--- src/rtl/kcu_pkg.sv ---
// Shared types and constants for the sliding-window kappa unit.
// Used by kcu_cmem, kcu_kappa and sliding_window_cohen_kappa_unit.
`default_nettype none

package kcu_pkg;

  localparam int WINDOW_DEPTH = 1024;
  localparam int MAX_CLASSES  = 16;

  localparam int LBL_W      = 4;
  localparam int CNT_W      = 11;
  localparam int SQ_W       = 2 * CNT_W;
  localparam int CC_W       = 5;
  localparam int CFG_W      = 11;
  localparam int CFG_IDX_W  = 1;
  localparam int Q_FRAC     = 16;
  localparam int QCNT_W     = $clog2(Q_FRAC + 1);
  localparam int KAP_W      = 18;
  localparam int PAIR_W     = 2 * LBL_W;
  localparam int CWORD_W    = 2 * CNT_W;
  localparam int IN_DATA_W  = 8;
  localparam int IN_USER_W  = 1;
  localparam int OUT_DATA_W = 32;
  localparam int OUT_USER_W = 2;

  localparam logic [CFG_IDX_W-1:0] REG_WINDOW_SIZE = 1'd0;
  localparam logic [CFG_IDX_W-1:0] REG_CLASS_COUNT = 1'd1;

  localparam logic [CNT_W-1:0] WS_RESET = 11'd50;
  localparam logic [CC_W-1:0]  CC_RESET = 5'd2;

  localparam logic signed [KAP_W-1:0] Q_ONE = 18'sd65536;

  typedef enum logic [2:0] {
    S_IDLE,
    S_WIN,
    S_RD,
    S_MOD,
    S_KSTART,
    S_KWAIT,
    S_OUT
  } kcu_state_t;

  typedef enum logic [1:0] {
    ST_EV_ACT,
    ST_EV_PRED,
    ST_IN_ACT,
    ST_IN_PRED
  } kcu_step_t;

  typedef enum logic [1:0] {
    K_IDLE,
    K_MUL,
    K_PREP,
    K_DIV
  } kcu_kstate_t;

  typedef struct packed {
    logic             start;
    logic [CNT_W-1:0] n;
    logic [CNT_W-1:0] agree;
    logic [SQ_W-1:0]  s;
  } kcu_kreq_t;

  typedef struct packed {
    logic                     done;
    logic signed [KAP_W-1:0]  kappa;
  } kcu_kres_t;

  typedef struct packed {
    logic rd_en;
    logic wr_en;
    logic clr;
  } kcu_cmem_ctl_t;

endpackage

`default_nettype wire

--- src/rtl/kcu_kappa.sv ---
// Kappa evaluation: squares the window length, forms numerator and denominator,
// then, unless kappa saturates, runs a restoring division one quotient bit per cycle. Depends on kcu_pkg.
`default_nettype none

module kcu_kappa
  import kcu_pkg::*;
(
  input  wire        clk,
  input  wire        rst_n,
  input  kcu_kreq_t  req,
  output kcu_kres_t  res
);

  localparam int DW = SQ_W + Q_FRAC;

  kcu_kstate_t              kst_r, kst_nxt;
  logic [CNT_W-1:0]         n_r, ag_r;
  logic [SQ_W-1:0]          s_r, nn_r, pos_r, den_r, rem_r;
  logic [Q_FRAC:0]          dsh_r, q_r;
  logic [QCNT_W-1:0]        cnt_r;
  logic                     neg_r, done_r;
  logic signed [KAP_W-1:0]  kappa_r;

  logic [SQ_W-1:0]          den, mag;
  logic                     neg, sat_one, sat_mag;
  logic [DW-1:0]            dvd;
  logic [SQ_W:0]            r2;
  logic                     ge;
  logic [Q_FRAC:0]          q_nxt;
  logic [KAP_W-1:0]         qx;
  logic                     last_bit;

  always_comb begin
    den     = nn_r - s_r;
    neg     = pos_r < s_r;
    mag     = neg ? (s_r - pos_r) : (pos_r - s_r);
    sat_one = s_r >= nn_r;
    sat_mag = mag >= den;
    dvd     = {mag, {Q_FRAC{1'b0}}} + DW'(den >> 1);
    r2      = {rem_r, dsh_r[Q_FRAC]};
    ge      = r2 >= {1'b0, den_r};
    q_nxt   = {q_r[Q_FRAC-1:0], ge};
    qx      = {1'b0, q_nxt};
    last_bit = cnt_r == QCNT_W'(Q_FRAC);
  end

  always_comb begin
    kst_nxt = kst_r;
    case (kst_r)
      K_IDLE: if (req.start) kst_nxt = K_MUL;
      K_MUL:  kst_nxt = K_PREP;
      K_PREP: kst_nxt = (sat_one || sat_mag) ? K_IDLE : K_DIV;
      K_DIV:  if (last_bit) kst_nxt = K_IDLE;
      default: kst_nxt = K_IDLE;
    endcase
  end

  always_ff @(posedge clk) begin
    if (!rst_n) begin
      kst_r  <= K_IDLE;
      done_r <= 1'b0;
    end else begin
      kst_r  <= kst_nxt;
      done_r <= ((kst_r == K_PREP) && (sat_one || sat_mag)) || ((kst_r == K_DIV) && last_bit);
    end
  end

  always_ff @(posedge clk) begin
    case (kst_r)
      K_IDLE: begin
        if (req.start) begin
          n_r  <= req.n;
          ag_r <= req.agree;
          s_r  <= req.s;
        end
      end
      K_MUL: begin
        nn_r  <= n_r * n_r;
        pos_r <= n_r * ag_r;
      end
      K_PREP: begin
        den_r <= den;
        neg_r <= neg;
        cnt_r <= '0;
        q_r   <= '0;
        rem_r <= SQ_W'(dvd[DW-1:Q_FRAC+1]);
        dsh_r <= dvd[Q_FRAC:0];
        if (sat_one) begin
          kappa_r <= Q_ONE;
        end else if (sat_mag) begin
          kappa_r <= neg ? -Q_ONE : Q_ONE;
        end
      end
      K_DIV: begin
        rem_r <= SQ_W'(ge ? (r2 - {1'b0, den_r}) : r2);
        dsh_r <= {dsh_r[Q_FRAC-1:0], 1'b0};
        q_r   <= q_nxt;
        cnt_r <= cnt_r + 1'b1;
        if (last_bit) begin
          kappa_r <= neg_r ? -$signed(qx) : $signed(qx);
        end
      end
      default: begin
        cnt_r <= '0;
      end
    endcase
  end

  always_comb begin
    res.done  = done_r;
    res.kappa = kappa_r;
  end

endmodule

`default_nettype wire

--- config.mk ---
export PLATFORM = sky130hd
export DESIGN_NAME = kcu_kappa
export DESIGN_NICKNAME = d
export VERILOG_FILES = /design/src/rtl/kcu_pkg.sv /design/src/rtl/kcu_kappa.sv
export SDC_FILE = /design/constraint.sdc
export NUM_CORES = 1
export LEC_CHECK = 0
export BUFFER_PORTS_ARGS = -buffer_cell sky130_fd_sc_hd__buf_4
export CAP_MARGIN = 0
export CORE_ASPECT_RATIO = 0.7
export CORE_UTILIZATION = 44
export DETAILED_ROUTE_END_ITERATION = 10
export GPL_ROUTABILITY_DRIVEN = 0
export PLACE_DENSITY = 0.66
export SYNTH_ARGS = -nofsm -noshare
export SYNTH_HDL_FRONTEND = slang
export SYNTH_SLANG_ARGS = --single-unit
--- constraint.sdc ---
create_clock -name clk -period 10.4 [get_ports clk]
set_input_delay 1.04 -clock clk [delete_from_list [all_inputs] [get_ports clk]]
set_output_delay 1.04 -clock clk [all_outputs]
set_load 0.01 [all_outputs]
==> After elaboration in Yosys (flattened, before gate mapping) <==
Cells that the tools add are included.
W data, S select, Z words.
{ "classes": {"addsub": 7, "mul": 2, "div": 0, "magnitude_cmp": 4, "n_eq_ne": 7, "shift": 0, "n_mux": 16, "n_bitwise": 0, "n_reduce_logical": 9} }
{ "ops": {"columns": ["operator", "count"], "rows": [
  ["$mux W18", 5],
  ["$sub A22 B22 Y22", 4],
  ["$ge A22 B22 Y1", 2],
  ["$mul A11 B11 Y22", 2],
  ["$mux W22", 2],
  ["$pmux W22 S2", 1],
  ["$add A38 B21 Y38", 1],
  ["$pmux W18 S2", 1],
  ["$pmux W17 S2", 1],
  ["$pmux W16 S2", 1],
  ["$ge A23 B22 Y1", 1],
  ["$lt A22 B22 Y1", 1],
  ["$neg A17 Y18", 1],
  ["$pmux W5 S2", 1],
  ["$pmux W2 S4", 1],
  ["$mux W2", 3],
  ["$add A5 B1 Y5 const B", 1],
  ["$eq A5 B5 Y1 const B", 1],
  ["$eq A2 B2 Y1 const B", 2],
  ["$ne A2 B2 Y1 const B", 2],
  ["$reduce_and A2 Y1", 2],
  ["$ne A3 B3 Y1 const B", 1],
  ["$reduce_and A3 Y1", 1],
  ["$eq A2 B1 Y1 const B", 1],
  ["other kinds (4)", 6]
]} }
{ "word_totals": {"reg_bits": 192, "latch_bits": 0, "ramBits": 0, "romBits": 0, "in_bits": 47, "elab_cells": 59, "mem_count": 0} }

==> Logic depth before layout (Yosys ltp) <==
Gate-level depths: netlist of run 1.
{ "depth": {"depth_word": 6, "ltp_mapped": 26, "depth_no_buf": 23} }

==> Worst setup path after synthesis of run 1 <==
Ideal clock, no wire load.
{ "synth_path": {"path_kind": "register to register", "startpoint": "reg n_r[5]", "endpoint": "reg nn_r[20] (data pin)", "t_arrival_ps": 5634, "path_slack_ps": 4500, "path_stages_with_launch": 22, "synth_period_minus_slack_ps": 5900, "cell_sequence": "edfxtp_1 clkbuf_1 clkbuf_1 nand2_1 fa_1 inv_1 fa_1 inv_1 fa_1 inv_1 fa_1 inv_1 fa_1 inv_1 ha_1 o41ai_1 o2111ai_1 a31oi_1 nor2b_1 o21a_1 o41ai_1 xnor2_1"} }
{ "synth_via": {"elab_chain_cells": 1} }
{ "synth_rtl": {"columns": ["element", "line", "text"], "rows": [
  ["start: declaration", "kcu_kappa.sv:17", "logic [CNT_W-1:0] n_r, ag_r;"],
  ["start signal: assignment", "kcu_kappa.sv:72", "n_r <= req.n;"],
  ["$mul A11 B11 Y22", "kcu_kappa.sv:78", "nn_r <= n_r * n_r;"],
  ["end signal: assignment", "kcu_kappa.sv:78", null],
  ["end: declaration", "kcu_kappa.sv:18", "logic [SQ_W-1:0] s_r, nn_r, pos_r, den_r, rem_r;"]
]} }
Every way passes these cells.
A chain may end at the register's enable or synchronous reset.

==> Worst setup path in the final report of run 1 <==
{ "layout_path": {"startpoint": "reg n_r[2]", "endpoint": "reg nn_r[19] (data pin)"} }
The elaborated chain is that of the path after synthesis.

==> flow_summary.ini, run 1 <==
[status]
run_status = complete, no violations

[min_path]
whs_endpoint = dsh_r[4]
hold_start = dsh_r[3]
hold_path_class = flip-flop to flip-flop
hold-path-cell-count = 2

[die]
fp.dieH_um = 179
start_util = 0.448
chipWidth_um = 255
floorplan.io_pins = 66
core.rowCount = 64
die-area_mm2 = 0.0455
core_box_area_mm2 = 0.0439

[clock_network]
tritoncts = built
clock_tree_buf_depth = 2
cts-buffers-inserted = 17
postCtsSetupRepairBufs = 0
cts.root.buffer_cell = clkbuf_16
post_cts_resize_count = 0
num_clock_sinks = 191
clkSlewWorstSetupHoldPaths_ns = 0.08
hold_buffers = 0
clock_tree.htree_level_count = 4
clkLatencyLatePin_ns = 0.47

[sta]
hold_viol_final = 0
setup-tns-final_ns = 0
clock-skew-final_ns = 0.0121
max_slew.worst_pin.slew_ns = 1.17
final.min_clock_period_ns = 6.61
timing.max_slew.rel_slack = 0.216
report.final.slew_viol_count = 0
fmaxAchievable_ghz = 0.151
setup-violations-final = 0
grt_setup_unrepaired = no
layout_worst_path_cycle_share = 0.635

[cells_and_area]
final_common_cell = inv_1
n_antenna_cell = 0
mostFrequentLayoutCells = inv_1 (331), ha_1 (230), nand2_1 (194), edfxtp_1 (188), fa_1 (148)
nFillCells = 4064
finalNetCount = 2491
area_growth_pct = 8.03
post_route_cells_drive_above_1_share = 0.0746

[yosys]
top_flip_flop_cell_by_instance_count_after_synthesis = edfxtp_1
yosys_warnings = 0
post_synth_instance_area_mm2 = 0.0197
count_of_flip_flops_with_a_built_in_enable_after_synthesis = 188
yosysSeqAreaShare = 0.290
net_count_synth = 2477
async_flop_share = 0
ys_types = 83
synth.avg_cell_area_um2 = 9.58
post_synth_inst_count = 2052
ys_ff_latch = 191

[setup_path]
critical_path.max_fanout = 24
crit-reg2reg-capture = nn_r[19]
setup.reg_to_reg.worst_slack_ns = 3.79
setup.worst_path.class = flip-flop to flip-flop
worst_r2r_startpoint = n_r[2]
arrival_ns = 6.83
worstRegToRegCells = 17
start_kind = flip-flop
setup.worst_path.end_class = flip-flop
worst-endpoint-required_ns = 10.62

[drt]
vias = 14500
drt_wl_total_mm = 46.2
drt_pass_1_iters = 5
viasPerCell = 5.42
drtAntennaViolNets = 0
wl_per_instance_um = 17.3
remaining_drc_errors = 0
first_iter_violations = 1173

[placement]
dp_hpwl_mm = 36.5
buffer_ports.inserted = 65

[global_route]
grtUsageTotal = 0.210
grt_pass1_vias = 13900
wire_length_of_the_first_global_routing_pass_mm = 74.1
largest_net_degree_at_the_start_of_global_routing = 81
antenna_found_initial = 0
grt_remaining_overflow = 0

[run]
maximum_capacitance_violations = 0
==> registers in the layout (all words and copies together), names as in the netlist <==
name     count
den_r       22
pos_r       22
rem_r       22
s_r         22
nn_r        21
kappa_r     18
dsh_r       17
q_r         16
ag_r        11
n_r         11
cnt_r        5
kst_r        2
done_r       1
neg_r        1
==> worst max path at each step <==
stage | startpoint | end | slack [ns] | depth (start not counted)
floorplan | n_r[5] | nn_r[20] | 4.50 | 21
global placement | n_r[0] | nn_r[19] | 4.03 | 18
detailed placement | n_r[2] | nn_r[19] | 3.85 | 19
CTS | n_r[2] | nn_r[19] | 3.82 | 17
global route | n_r[2] | nn_r[19] | 3.34 | 17
finish | n_r[2] | nn_r[19] | 3.79 | 17
==> through the flow <==
stage	util	setup slack [ns]	instance area (um2)	cells	hold slack [ns]
floorplan	-	4.50	19700	2052	0.484
global placement	0.471	4.03	20600	2641	0.502
detailed placement	0.471	3.85	20600	2641	0.508
CTS	0.484	3.82	21200	2673	0.521
global route	0.484	3.34	21200	2673	0.556
finish	0.484	3.79	21200	2673	0.520
==> final cells by class <==
class | instances | area, um2 | share of cell area
Multi-Input combinational cell | 1448 | 12400 | 0.583
Sequential cell | 191 | 5710 | 0.269
Inverter | 333 | 1250 | 0.0589
Tap cell | 594 | 743 | 0.0350
Timing Repair Buffer | 75 | 563 | 0.0265
Clock buffer | 18 | 429 | 0.0202
Clock inverter | 14 | 155 | 0.00731
==> cells in the mapped netlist (3+ instances only) <==
| master | n | area share |
|---|---|---|
| a21o_1 | 39 | 0.015 |
| nor3_1 | 29 | 0.0074 |
| o21a_1 | 13 | 0.0050 |
| a31o_2 | 4 | 0.0018 |
| o41ai_1 | 11 | 0.0049 |
| edfxtp_1 | 188 | 0.29 |
| or3_1 | 11 | 0.0035 |
| o21ai_0 | 69 | 0.018 |
| o211ai_1 | 24 | 0.0092 |
| nand4_1 | 23 | 0.0073 |
| and2_1 | 92 | 0.029 |
| clkbuf_1 | 57 | 0.011 |
| o221ai_1 | 3 | 0.0013 |
| o21bai_1 | 11 | 0.0042 |
| a21oi_1 | 92 | 0.023 |
| o311a_1 | 3 | 0.0015 |
| a31oi_1 | 21 | 0.0067 |
| mux2i_1 | 12 | 0.0061 |
| xnor2_1 | 83 | 0.037 |
| a2111oi_0 | 3 | 0.0013 |
| nand3_1 | 20 | 0.0051 |
| ha_1 | 230 | 0.15 |
| xor2_1 | 45 | 0.020 |
| a21boi_0 | 4 | 0.0015 |
| buf_2 | 15 | 0.0038 |
| a211oi_1 | 9 | 0.0034 |
| a41oi_1 | 4 | 0.0018 |
| o21ai_1 | 19 | 0.0048 |
| nand2_1 | 194 | 0.037 |
| fa_1 | 148 | 0.15 |
| buf_6 | 3 | 0.0017 |
| inv_1 | 331 | 0.063 |
| dfxtp_1 | 3 | 0.0031 |
| nor4_2 | 5 | 0.0032 |
| or2_2 | 9 | 0.0029 |
| nor2b_1 | 26 | 0.0083 |
| and3_1 | 25 | 0.0080 |
| nor2_1 | 95 | 0.018 |
| nand2b_1 | 11 | 0.0035 |
| mux2_2 | 4 | 0.0023 |
| nor4_1 | 3 | 0.00096 |
| buf_4 | 3 | 0.0011 |
| o31ai_1 | 8 | 0.0031 |
==> metal layers <==
| metal | wire length [um] | vias up | GRT usage |
|---|---|---|---|
| met4 | 774 | 2 | 0.0574 |
| met5 | 98 | - | 0.0165 |
| met2 | 19300 | 428 | 0.300 |
| li1 | - | 6927 | - |
| met1 | 22500 | 7078 | 0.316 |
| met3 | 3550 | 42 | 0.0459 |
==> cell families after synthesis <==
logic type,synth area share
simple gates,0.142
buf+inv,0.0816
fa+ha+maj,0.297
compound gates,0.120
flops,0.290
xor+xnor,0.0595
mux,0.0101
==> worst max-delay path, stage by stage, from the launching register on <==
cell,delay [ns]
edfxtp_1,0.95
nand2_1,0.24
fa_1,0.54
fa_1,0.56
inv_1,0.06
fa_1,0.50
fa_1,0.54
inv_1,0.05
fa_1,0.53
inv_1,0.04
ha_1,0.24
o41ai_1,0.76
o21ai_0,0.33
o311a_1,0.42
o21a_1,0.20
o21ai_1,0.14
nor2b_1,0.17
xnor2_1,0.08
Power of run 1 is not shown: default switching activity piles up to over one toggle a cycle in this logic, so the estimate is an artifact.
==> inputs of run 2 (changes only) <==
Settings changed: PLACE_DENSITY 0.66 to 0.68.
Clock period 10.4 ns to 5.73 ns, I/O delays scaled along.
==> run 2 against run 1 <==
Against the previous run: sequential share of layout area down 0.97 points; global-route usage up 0.23 points; wire length up 2.2%; non-clock buffer count up 72; die area unchanged; critical endpoint is now nn_r[20]; fmax up 19%.
==> flow_summary.ini, run 2 (synthesized netlist as in run 1, its figures left out) <==
[placement]
buffer_ports.inserted = 65
post-place-cells = 2696
dp_hpwl_mm = 37.7

[die]
chipWidth_um = 255
core.rowCount = 64
floorplan.io_pins = 66
core_box_area_mm2 = 0.0439
die-area_mm2 = 0.0455
fp.dieH_um = 179
start_util = 0.448

[setup_path]
start_kind = flip-flop
setup.worst_path.end_class = flip-flop
arrival_ns = 5.76
critical_path.max_fanout = 11
setup.worst_path.class = flip-flop to flip-flop
worst-endpoint-required_ns = 5.94

[clock_network]
clock_tree_buf_depth = 2
num_clock_sinks = 191
clkSlewWorstSetupHoldPaths_ns = 0.08
hold_buffers = 0
tritoncts = built
cts.root.buffer_cell = clkbuf_16
cts-buffers-inserted = 17
clkLatencyLatePin_ns = 0.47
clock_tree.htree_level_count = 4

[cells_and_area]
mostFrequentLayoutCells = inv_1 (331), ha_1 (226), nand2_1 (192), edfxtp_1 (188), fa_1 (147)
area_growth_pct = 12.1
multiInputGateArea_mm2 = 0.0126
n_antenna_cell = 0
post_route_cells_drive_above_1_share = 0.119
utilization = 0.502
final_common_cell = inv_1
regArea_mm2 = 0.00571
nFillCells = 4032
layoutNonFillerInstCount = 2745
finalNetCount = 2563

[drt]
vias = 14800
drt_wl_total_mm = 47.3
wl_per_instance_um = 17.2
drtAntennaViolNets = 0
first_iter_violations = 1203
viasPerCell = 5.38
drt_pass_1_iters = 5
remaining_drc_errors = 0

[run]
maximum_capacitance_violations = 0

[sta]
post_route_worst_hold_slack_ns = 0.275
fmaxAchievable_ghz = 0.180
setup-tns-final_ns = 0
layout_worst_path_cycle_share = 0.970
final.min_clock_period_ns = 5.56
max_slew.worst_pin.slew_ns = 1.19
setup-violations-final = 0
hold_viol_final = 0
timing.max_slew.rel_slack = 0.203
clock-skew-final_ns = 0.0146
report.final.slew_viol_count = 0

[global_route]
grt_pass1_vias = 14300
grt_remaining_overflow = 0
antenna_found_initial = 0
grtUsageTotal = 0.213
largest_net_degree_at_the_start_of_global_routing = 70
wire_length_of_the_first_global_routing_pass_mm = 75.0

[min_path]
hold_path_class = input pin to flip-flop

[status]
run_status = complete, no violations
## run 2: changes by cell type in the layout (fill, tap and decap cells not counted), sizes merged
cell	change
bufinv	-1
buf	+72
clkinvlp	+1
inv	+2
clkbuf	-1
clkinv	-1
## run 2: worst paths after layout
check | to | from | slack, ns | cells past startpoint
max | nn_r[20] | n_r[7] | 0.17 | 20
min | ag_r[7] | req[29] | 0.27 | 1
max reg2reg | nn_r[20] | n_r[7] | 0.17 | 20
min reg2reg | dsh_r[2] | dsh_r[1] | 0.52 | 2
## run 2: area by class of cell
class / instances / share of cell area
tap: 594 / 0.0337
inverter: 333 / 0.0567
clock inverter: 15 / 0.00738
clock buffer: 17 / 0.0193
multi-input combinational: 1448 / 0.571
sequential: 191 / 0.259
timing repair buffer: 147 / 0.0525
## run 2: repair_timing
action                                 4_1_cts  5_1_grt
endpoints found under the hold margin        0        0
setup buffers                                2       15
pin swaps                                    0       15
setup endpoints to repair                    1       23
gates resized for setup                      0       35
## run 2: worst max-delay path, stage by stage (launching register included)
cell	delay, ns
edfxtp_1	0.40
buf_4	0.18
buf_4	0.19
and2_2	0.24
ha_1	0.32
xnor2_2	0.16
fa_1	0.54
fa_1	0.44
fa_1	0.54
inv_1	0.05
fa_1	0.52
inv_1	0.04
ha_1	0.30
buf_4	0.17
nand3_2	0.08
o2111ai_2	0.16
a31oi_2	0.23
nor2b_1	0.07
o21a_1	0.19
o41ai_2	0.36
xnor2_1	0.10
## run 2: per-stage QoR
stage / setup WS (ns) / area [um2]
2_1_floorplan: -0.0131 / 19700
3_3_place_gp: 0.100 / 21100
3_5_place_dp: 0.0135 / 21100
4_1_cts: 0.0171 / 21700
5_1_grt: -0.0436 / 22000
6_report: 0.175 / 22000
## run 2: metal layers
metal	global-route usage	up-vias	routed length [um]
met2	0.329	434	21200
met1	0.300	7203	21800
met3	0.0446	62	3240
met5	0	-	0
met4	0.0594	0	1000
li1	-	7068	-
Power of run 2 is left out for the same reason.
