`config.mk`:
```
export PLATFORM = sky130hd
export DESIGN_NAME = kcu_cmem
export DESIGN_NICKNAME = d
export VERILOG_FILES = /design/src/rtl/kcu_pkg.sv /design/src/rtl/kcu_cmem.sv
export SDC_FILE = /design/constraint.sdc
export NUM_CORES = 1
export LEC_CHECK = 0
export BUFFER_PORTS_ARGS = -buffer_cell sky130_fd_sc_hd__buf_2
export CORE_UTILIZATION = 25
export DETAILED_ROUTE_END_ITERATION = 8
export RECOVER_POWER = 50
export SYNTH_ARGS = -nofsm -noshare
export SYNTH_HDL_FRONTEND = slang
export SYNTH_SLANG_ARGS = --single-unit
```
`constraint.sdc`:
```
create_clock -name clk -period 5.1 [get_ports clk]
set_clock_uncertainty 0.15 [all_clocks]
set_input_delay 1.02 -clock clk [delete_from_list [all_inputs] [get_ports clk]]
set_output_delay 1.02 -clock clk [all_outputs]
set_load 0.005 [all_outputs]
```
`src/rtl/kcu_pkg.sv`:
```
// Shared types and constants for the sliding-window kappa unit.
// Used by kcu_cmem, kcu_kappa and sliding_window_cohen_kappa_unit.
`default_nettype none

package kcu_pkg;

  localparam int WINDOW_DEPTH = 1024;
  localparam int MAX_CLASSES  = 16;

  localparam int LBL_W      = 4;
  localparam int CNT_W      = 11;
  localparam int SQ_W       = 2 * CNT_W;
  localparam int CC_W       = 5;
  localparam int CFG_W      = 11;
  localparam int CFG_IDX_W  = 1;
  localparam int Q_FRAC     = 16;
  localparam int QCNT_W     = $clog2(Q_FRAC + 1);
  localparam int KAP_W      = 18;
  localparam int PAIR_W     = 2 * LBL_W;
  localparam int CWORD_W    = 2 * CNT_W;
  localparam int IN_DATA_W  = 8;
  localparam int IN_USER_W  = 1;
  localparam int OUT_DATA_W = 32;
  localparam int OUT_USER_W = 2;

  localparam logic [CFG_IDX_W-1:0] REG_WINDOW_SIZE = 1'd0;
  localparam logic [CFG_IDX_W-1:0] REG_CLASS_COUNT = 1'd1;

  localparam logic [CNT_W-1:0] WS_RESET = 11'd50;
  localparam logic [CC_W-1:0]  CC_RESET = 5'd2;

  localparam logic signed [KAP_W-1:0] Q_ONE = 18'sd65536;

  typedef enum logic [2:0] {
    S_IDLE,
    S_WIN,
    S_RD,
    S_MOD,
    S_KSTART,
    S_KWAIT,
    S_OUT
  } kcu_state_t;

  typedef enum logic [1:0] {
    ST_EV_ACT,
    ST_EV_PRED,
    ST_IN_ACT,
    ST_IN_PRED
  } kcu_step_t;

  typedef enum logic [1:0] {
    K_IDLE,
    K_MUL,
    K_PREP,
    K_DIV
  } kcu_kstate_t;

  typedef struct packed {
    logic             start;
    logic [CNT_W-1:0] n;
    logic [CNT_W-1:0] agree;
    logic [SQ_W-1:0]  s;
  } kcu_kreq_t;

  typedef struct packed {
    logic                     done;
    logic signed [KAP_W-1:0]  kappa;
  } kcu_kres_t;

  typedef struct packed {
    logic rd_en;
    logic wr_en;
    logic clr;
  } kcu_cmem_ctl_t;

endpackage

`default_nettype wire

```
`src/rtl/kcu_cmem.sv`:
```
// Per-class count memory: one word {actual count, predicted count} per class.
// Synchronous read, registered on rd_en; valid bits make unwritten rows read zero.
// Depends on kcu_pkg.
`default_nettype none

module kcu_cmem
  import kcu_pkg::*;
#(
  parameter int NUM_CLASSES = 16,
  localparam int CA_W = (NUM_CLASSES > 1) ? $clog2(NUM_CLASSES) : 1
) (
  input  wire                 clk,
  input  wire                 rst_n,
  input  kcu_cmem_ctl_t       ctl,
  input  wire  [CA_W-1:0]     rd_addr,
  input  wire  [CA_W-1:0]     wr_addr,
  input  wire  [CWORD_W-1:0]  wr_data,
  output logic [CWORD_W-1:0]  rd_data
);

  logic [CWORD_W-1:0]     mem [NUM_CLASSES];
  logic [NUM_CLASSES-1:0] vld_r;
  logic [CWORD_W-1:0]     mem_q_r;
  logic                   vld_q_r;

  always_ff @(posedge clk) begin
    if (ctl.wr_en) begin
      mem[wr_addr] <= wr_data;
    end
    if (ctl.rd_en) begin
      mem_q_r <= mem[rd_addr];
    end
  end

  always_ff @(posedge clk) begin
    if (!rst_n || ctl.clr) begin
      vld_r   <= '0;
      vld_q_r <= 1'b0;
    end else begin
      if (ctl.rd_en) begin
        vld_q_r <= vld_r[rd_addr];
      end
      if (ctl.wr_en) begin
        vld_r[wr_addr] <= 1'b1;
      end
    end
  end

  assign rd_data = vld_q_r ? mem_q_r : '0;

endmodule

`default_nettype wire

```
Yosys cells after proc, flatten, opt, wreduce, memory -nomap -nowiden
Memories as Yosys holds them, arrays and structs flattened. A register that Yosys moved wholly into a read port is not among the register bits.
Index checks and enable logic that the tools add are counted.
{"block": "totals", "register_bits": 17, "ramBits": 352, "inputBits": 35, "output_inout_bits": 22, "wordCells": 17, "mem_count": 1}
{"block": "op_classes", "magnitude_cmp": 3, "mux": 7, "bitwise": 1, "reduce_logical": 3}
{"memory": "mem", "words": 16, "width": 22, "read_ports": 1, "rd_clocked_by_memory_dff": 1, "write_ports": 1, "line_no": "kcu_cmem.sv:21", "source": "logic [CWORD_W-1:0] mem [NUM_CLASSES];"}
{"operator": "22-bit two-way mux", "count": 1}
{"operator": "16-bit bitwise OR", "count": 1}
{"operator": "4-bit by 5-bit less-than comparator with 1-bit output, second input constant", "count": 2}
{"operator": "1-bit binary-select mux with 4-bit select", "count": 1}
{"operator": "1-bit demux with 4-bit select", "count": 1}
{"operator": "4-bit by 1-bit >= comparator with 1-bit output, second input constant", "count": 1}
{"operator": "1-bit two-way mux", "count": 4}
{"operator": "1-bit logical AND", "count": 1}
{"operator": "1-bit zero test", "count": 1}
{"operator": "1-bit logical OR", "count": 1}

Depth between registers and ports, before layout
Gate-level depths: netlist of the first run.
{"block": "logic_depth", "word_depth": 5, "depth_mapped": 6, "ltp_nobuf": 4}

Worst setup path after synthesis of the first run
OpenSTA, ideal clock, no wires.
{"block": "synth_path", "kind": "input -> register", "startpoint": "in wr_addr[2]", "endpoint": "mem mem[0][0] (netlist name), enable pin", "setup_ns": 0.431, "arrival_ns": 3.118, "t_required_ns": 4.519, "slack_ns": 1.400, "path_stages": 2, "n_path_buf": 0, "path_cell_list": "or3b_2 nor3_1"}
{"item": "start: declaration", "line_no": "kcu_cmem.sv:16", "source": "input wire [CA_W-1:0] wr_addr,"}
{"item": "end: declaration", "line_no": "kcu_cmem.sv:21"}
Straight into the memory's write port.

Worst setup path in the final report of the first run
{"block": "layout_path", "startpoint": "in wr_addr[2]", "endpoint": "mem mem[12][18] (netlist name), enable pin"}
Straight into the memory's write port.

==> results.cfg, run 1 <==
[sta]
finalHoldViolations = 0
worst_slew_pin_slew_ns = 2.23
rsz0062_at_grt = no
finalSetupTns_ns = 0
fmax_mhz = 293
drv_slew = 111
finalCritPeriodShare_pct = 67.0
setup_viol = 0
slew_headroom_pct = -48.9
layout_min_cycle_time_ns = 3.42

[synth]
yosys_warnings = 0
ys_seq_area_share_pct = 78.4
synth_xor_xnor_area_share_pct = 0
synth_nets = 645
post_synth.cell_area_avg_sq_um = 24.2
synthDistinctLibCells = 22
syn-cell-area_sq_mm = 0.0148
synth.mux.area_fraction_pct = 17.3
synth-adder-area-share_pct = 0
syn_inst = 610
ys_ff_latch = 391
synthSimpleGateAreaFrac_pct = 2.09
synth_compound_area_share_pct = 1.01
synth_top_family_by_area = multiplexers

[place]
placed_area_sq_mm = 0.0160
port_buffers = 56
place_congestion = 0.682
dpl.hpwl_um = 16700

[clock_network]
hold_buffers = 0
cts_resized = 0
clock_path_buffers = 3
numCtsBuffers = 39
cts_sinks = 391
tritoncts = built
postCtsSetupBuffers = 0
path_clk_slew_ns = 0.06
cts-htree-levels = 2
clock-root-buffer = clkbuf_16
insertion_delay_ns = 0.52

[route]
drt-vias-per-instance = 4.39
drtIter0Drc = 580
ant_nets = 0
avgRoutedWirePerCell_um = 22.4
postRouteWirelength_um = 33200
dr.pass1.iters = 5
drc_errors = 0
dr_total_vias = 6511

[die]
io_pins = 57
die-area_sq_mm = 0.0600
core_sq_mm = 0.0580
die_w_um = 245
num_rows = 88
initial_core_util_pct = 25.4
die_y_um = 245

[worst_setup_path]
cp.arrival_ns = 3.36
worstSetupPathType = in -> reg
cp_max_fo = 23
cp-start-kind = primary input
crit_path_end_kind = register
required_ns = 5.04

[grt]
track_usage_pct = 11.2
grt.overflow.total = 0
grt_pass1_vias = 7114
grt_max_degree = 56
grt_pass1_wl_um = 48700
antenna_found_initial = 1

[cells_and_area]
multi_input_area_sq_mm = 0.00311
final_cell_mix = edfxtp_1 (374), mux4_2 (112), clkbuf_16 (41), clkbuf_1 (38), buf_2 (30)
mostFrequentLayoutCell = edfxtp_1
area_growth_pct = 16.7
seqCellArea_sq_mm = 0.0116
n_fill_cell = 5550
drive_gt1_share_pct = 30.6
final_nets = 724
fin_util_pct = 29.7
fin_area_sq_mm = 0.0172

[power_and_ir_drop]
worst_ir_drop_vdd_uv = 206
p_per_area_mw_per_mm2 = 388
p_leak_nw = 5.29

[worst_hold_path]
min_path_type = reg -> reg

[job]
drv_cap = 5

[run_status]
violations = max-capacitance violations, max-slew violations
status = complete, but fails checks
==> worst max-delay path: stages <==
cell and delay, ns:
clkbuf_1 0.14, nand3_1 0.29, nor3_1 0.28, clkbuf_1 1.60
==> where the power goes <==
group	switching [mW]	total [mW]	internal, mW
Clock	1.13	2.77	1.64
Sequential	0.0174	3.62	3.60
Combinational	0.167	0.296	0.129
Total	1.32	6.69	5.37
==> path summary, 6_finish.rpt <==
check	cells past startpoint	slack, ns	to	start
min	1	0.31	vld_r[5]$_SDFFE_PP0P_	vld_r[5]$_SDFFE_PP0P_
max reg2reg	2	3.34	mem_q_r[15]$_DFFE_PP_	mem[15][15]$_DFFE_PP_
max	4	1.68	mem[12][18]$_DFFE_PP_	wr_addr[2]
min reg2reg	1	0.31	vld_r[5]$_SDFFE_PP0P_	vld_r[5]$_SDFFE_PP0P_
==> synthesized netlist by cell type <==
library cell,count,area [sq um]
buf_6,8,90.1
nor2_1,12,45.0
and2_1,22,138
a2111oi_0,1,8.76
nor3_1,4,20.0
nand2_1,2,7.51
a2111o_1,1,11.3
nand3_1,4,20.0
mux2i_1,3,30.0
buf_1,1,3.75
edfxtp_1,374,11200
buf_2,5,25.0
or3b_2,1,8.76
dfxtp_1,17,340
o21a_1,16,120
nand2b_1,2,12.5
mux4_2,112,2520
nand3b_1,3,22.5
nor2b_1,4,25.0
and3b_1,1,8.76
o2111ai_1,1,8.76
clkbuf_1,16,60.1
==> stage by stage <==
step	hold WS, ns	power [mW]	worst slack [ns]	cells
4_1_cts	0.316	6.75	1.97	1483
5_1_grt	0.333	6.88	1.59	1483
3_3_place_gp	0.292	3.98	1.50	1413
2_1_floorplan	0.283	3.86	1.40	610
6_report	0.313	6.69	1.68	1484
3_5_place_dp	0.302	3.99	1.49	1413
==> cells by family after synthesis <==
| group | after synthesis |
|---|---|
| and+or+nand+nor | 55 |
| buffers and inverters | 30 |
| DFF | 391 |
| AOI/OAI and AO/OA | 19 |
| muxes | 115 |
==> layout make-up <==
| type | instances | share of cell area, % |
|---|---|---|
| well taps | 765 | 5.56 |
| flip-flops and latches | 391 | 67.2 |
| diodes | 1 | 0.0145 |
| clock buffers | 57 | 6.59 |
| clock inverters | 13 | 0.617 |
| repair buffers | 68 | 2.03 |
| multi-input cells | 189 | 18.0 |
==> flip-flops by register name, summed over array words and instances (netlist names) <==
name,count
mem,352
mem_q_r,22
vld_q_r,1
vld_r,16
==> routing by layer <==
| layer | track usage [%] | routed length, um |
|---|---|---|
| met3 | 1.69 | 1870 |
| met5 | 0 | 0 |
| met4 | 2.87 | 637 |
| met1 | 15.5 | 14600 |
| met2 | 18.3 | 16100 |
No activity file was read; power rests on OpenSTA's default activity.
==> run 2, diff against run 1 <==
==> constraint.sdc (replaced) <==
create_clock -name clk -period 2.95 [get_ports clk]
set_clock_uncertainty 0.15 [all_clocks]
set_input_delay 0.59 -clock clk [delete_from_list [all_inputs] [get_ports clk]]
set_output_delay 0.59 -clock clk [all_outputs]
set_load 0.005 [all_outputs]
==> run 2 against run 1 <==
Compared with the run above: the run now ends clean; highest routed layer is now met5; final area rose by 2.9%; register-to-register slack got worse by 2.2 ns; clock power rose by 89%.
==> results.cfg, run 2 (same netlist as run 1, synthesis figures left out) <==
[run_status]
status = completed

[die]
core_sq_mm = 0.0580
io_pins = 57
die-area_sq_mm = 0.0600
die_y_um = 245
die_w_um = 245
num_rows = 88
initial_core_util_pct = 25.4

[place]
place_congestion = 0.674
placed_area_sq_mm = 0.0165
dpl.hpwl_um = 18400
port_buffers = 56

[clock_network]
cts-htree-levels = 2
cts_resized = 0
hold_buffers = 0
postCtsSetupBuffers = 0
clock_path_buffers = 3
tritoncts = built
insertion_delay_ns = 0.52
clock-root-buffer = clkbuf_16
numCtsBuffers = 40
cts_sinks = 391
path_clk_slew_ns = 0.06

[job]
drv_cap = 0

[cells_and_area]
mostFrequentLayoutCell = edfxtp_1
diodes = 0
fin_area_sq_mm = 0.0177
n_fill_cell = 5542
area_growth_pct = 20.1
drive_gt1_share_pct = 33.5
final_nets = 749
largest_reg_flops = 352
multi_input_area_sq_mm = 0.00312
top_regs = mem: 352 flops, mem_q_r: 22 flops, vld_r: 16 flops
top_register = mem
final_cell_mix = edfxtp_1 (374), mux4_2 (112), clkbuf_16 (42), clkbuf_1 (38), buf_2 (30)
seqCellArea_sq_mm = 0.0116

[route]
drt-vias-per-instance = 4.44
ant_nets = 0
drtIter0Drc = 454
drc_errors = 0
postRouteWirelength_um = 33000
avgRoutedWirePerCell_um = 21.8
dr.pass1.iters = 5
dr_total_vias = 6714

[sta]
drv_slew = 0
layout_min_cycle_time_ns = 2.53
finalSetupTns_ns = 0
slew_headroom_pct = 16.1
setup_viol = 0
worst_slew_pin_slew_ns = 1.26
fmax_mhz = 396
finalHoldViolations = 0
rsz0062_at_grt = no
finalCritPeriodShare_pct = 85.6

[worst_setup_path]
required_ns = 2.21
r2r_start = mem[11][0]$_DFFE_PP_
cp_max_fo = 15
timing.rr.end = mem_q_r[0]$_DFFE_PP_
worstSetupPathType = reg -> out
cp.arrival_ns = 1.79
slowest_delay_ns = 0.63
crit_path_end_kind = output port
r2r_slack_ns = 1.18
crit_slowest_cell = dfxtp_1
cp-start-kind = register
rr_worst_depth = 2
cp_cell_sequence = buf_4 -> and2_1 -> buf_2

[grt]
antenna_found_initial = 3
track_usage_pct = 11.1
grt_pass1_vias = 7088
grt_pass1_wl_um = 48300
grt.overflow.total = 0
grt_max_degree = 35

[worst_hold_path]
min-delay-start = vld_r[8]$_SDFFE_PP0P_
worstHoldEndpoint = vld_r[8]$_SDFFE_PP0P_
hold-path-cell-count = 1
min_path_type = reg -> reg

[power_and_ir_drop]
worst_ir_drop_vdd_uv = 474
finalPower_mw = 12.0
p_leak_nw = 5.53
p_per_area_mw_per_mm2 = 679
==> run 2: report_power, final <==
group	total [mW]	switching, mW	internal, mW	leakage [nW]
clock	5.24	2.02	3.23	0.678
combinational	0.545	0.295	0.250	1.32
sequential	6.25	0.0321	6.22	3.53
==> run 2: how the worst max path moves through the flow <==
stage | end | slack, ns | startpoint
3_5_place_dp | mem_q_r[0]$_DFFE_PP_ | 0.35 | rd_addr[0]
6_report | rd_data[13] | 0.42 | vld_q_r$_SDFFE_PP0P_
3_3_place_gp | mem_q_r[0]$_DFFE_PP_ | 0.39 | rd_addr[0]
5_1_grt | rd_data[13] | 0.30 | vld_q_r$_SDFFE_PP0P_
4_1_cts | rd_data[13] | 0.33 | vld_q_r$_SDFFE_PP0P_
2_1_floorplan | mem[12][0]$_DFFE_PP_ | 0.06 | wr_addr[3]
==> run 2: metal layers <==
layer / GRT usage [%] / wire length, um
met1: 15.3 / 14600
met2: 17.8 / 15800
met3: 2.30 / 1950
met4: 2.81 / 624
met5: 0 / 28
==> run 2: stage by stage <==
| stage | util (%) | hold slack, ns | worst slack [ns] | instances |
|---|---|---|---|---|
| after floorplan | - | 0.283 | 0.0575 | 610 |
| after CTS | 30.8 | 0.266 | 0.330 | 1511 |
| after global routing | 30.5 | 0.335 | 0.303 | 1511 |
| final | 30.5 | 0.313 | 0.424 | 1511 |
| after detailed placement | 28.4 | 0.302 | 0.352 | 1437 |
| after global placement | 28.4 | 0.292 | 0.390 | 1437 |
==> run 2: layout make-up <==
class / instances / area share (%)
multi-input combinational: 189 / 17.6
timing repair buffer: 92 / 3.91
tap: 765 / 5.40
clock buffer: 60 / 6.71
clock inverter: 14 / 1.13
sequential: 391 / 65.3
==> run 2: critical path, delay by kind of cell, from the launching register on <==
| family | cells | cell delay, ns |
|---|---|---|
| flip-flops | 1 | 0.63 |
| AND/OR/NAND/NOR | 1 | 0.19 |
| buffers and inverters | 2 | 0.42 |
==> run 3, diff against run 2 <==
--- a/config.mk
+++ b/config.mk
@@ -6,7 +6,7 @@
 export NUM_CORES = 1
 export LEC_CHECK = 0
 export BUFFER_PORTS_ARGS = -buffer_cell sky130_fd_sc_hd__buf_2
-export CORE_UTILIZATION = 25
+export CORE_UTILIZATION = 30
 export DETAILED_ROUTE_END_ITERATION = 8
 export RECOVER_POWER = 50
 export SYNTH_ARGS = -nofsm -noshare
==> run 3 against run 2 <==
Compared with the run above: critical path depth grew 1; worst setup slack improved by 0.11 ns; non-clock buffer count increased by 8; sequential share of layout area rose by 0.37 points; flip-flop and latch count stayed put; critical path type is now in -> reg; critical endpoint is now mem[7][20]$_DFFE_PP_.
==> results.cfg, run 3 (same netlist as run 1, synthesis figures left out) <==
[clock_network]
clock-root-buffer = clkbuf_16
tritoncts = built
clock_path_buffers = 3
numCtsBuffers = 41
cts_resized = 0
cts-htree-levels = 2
postCtsSetupBuffers = 0
hold_buffers = 0
insertion_delay_ns = 0.53
cts_sinks = 391
path_clk_slew_ns = 0.06

[worst_setup_path]
cp-start-kind = primary input
cp.arrival_ns = 2.40
required_ns = 2.93
worstSetupPathType = in -> reg
crit_path_end_kind = register
cp_max_fo = 12

[grt]
grt.overflow.total = 0
grt_pass1_vias = 7169
track_usage_pct = 13.5
grt_pass1_wl_um = 48700
grt_max_degree = 39
antenna_found_initial = 4

[sta]
finalSetupTns_ns = 0
setup_viol = 0
finalCritPeriodShare_pct = 81.7
fmax_mhz = 415
rsz0062_at_grt = no
worst_slew_pin_slew_ns = 1.33
layout_setup_ws_ns = 0.538
hold_slack_ns = 0.311
finalHoldViolations = 0
drv_slew = 0
layout_min_cycle_time_ns = 2.41
slew_headroom_pct = 11.1

[die]
io_pins = 57
num_rows = 80
die-area_sq_mm = 0.0501
die_y_um = 224
core_sq_mm = 0.0481
initial_core_util_pct = 30.7
die_w_um = 224

[cells_and_area]
fin_cells = 1412
drive_gt1_share_pct = 34.2
top_register = mem
area_growth_pct = 19.4
multi_input_area_sq_mm = 0.00313
largest_reg_flops = 352
seqCellArea_sq_mm = 0.0116
top_regs = mem: 352 flops, mem_q_r: 22 flops, vld_r: 16 flops
mostFrequentLayoutCell = edfxtp_1
final_cell_mix = edfxtp_1 (374), mux4_2 (112), clkbuf_16 (46), clkbuf_1 (38), buf_2 (30)
final_nets = 758
n_fill_cell = 4364

[route]
postRouteWirelength_um = 33000
ant_nets = 0
drc_errors = 0
avgRoutedWirePerCell_um = 23.4
drt-vias-per-instance = 4.67
drtIter0Drc = 470
dr_total_vias = 6594
dr.pass1.iters = 6

[power_and_ir_drop]
worst_ir_drop_vdd_uv = 328
finalPower_mw = 12.1
p_leak_nw = 5.57
p_per_area_mw_per_mm2 = 686

[place]
dp_slack_ns = 0.331
port_buffers = 56
place_congestion = 0.703
dpl.cell_count = 1336
dpl.hpwl_um = 19600

[run_status]
status = completed

[job]
drv_cap = 0

[worst_hold_path]
min_path_type = reg -> reg
run 3: critical path, stage by stage:
cell,delay (ns)
clkbuf_1,0.41
nand2_1,0.38
nor2_4,0.19
clkbuf_1,0.82
run 3: layout make-up:
cell class / count / share of cell area, %
repair buffers: 100 / 3.90
well taps: 656 / 4.66
clock buffers: 56 / 6.91
multi-input cells: 189 / 17.8
clock inverters: 18 / 1.09
diodes: 2 / 0.0284
flip-flops and latches: 391 / 65.6
run 3: layer usage:
metal,part of all wire [%],global-route usage [%]
met1,43,18.0
met2,50,22.7
met3,4.9,2.41
met4,1.6,3.36
met5,0.079,0
run 3: path summary, 6_finish.rpt:
check                                           start                     to  slack (ns)  cells after the start
worst max-delay path                       wr_addr[0]   mem[7][20]$_DFFE_PP_        0.54                      4
worst min-delay path            vld_r[4]$_SDFFE_PP0P_  vld_r[4]$_SDFFE_PP0P_        0.31                      1
worst max register to register  mem[14][20]$_DFFE_PP_  mem_q_r[20]$_DFFE_PP_        1.17                      2
worst min register to register  vld_r[4]$_SDFFE_PP0P_  vld_r[4]$_SDFFE_PP0P_        0.31                      1
run 3: per-stage QoR:
step | cell area [sq um] | utilization [%]
floorplan | 14800 | -
global placement | 16300 | 33.8
detailed placement | 16300 | 33.8
CTS | 17700 | 36.7
global route | 17600 | 36.6
finish | 17600 | 36.6
run 3: report_power, final:
part	internal [mW]	switching, mW
Clock	3.24	2.05
Sequential	6.22	0.0308
Combinational	0.244	0.301
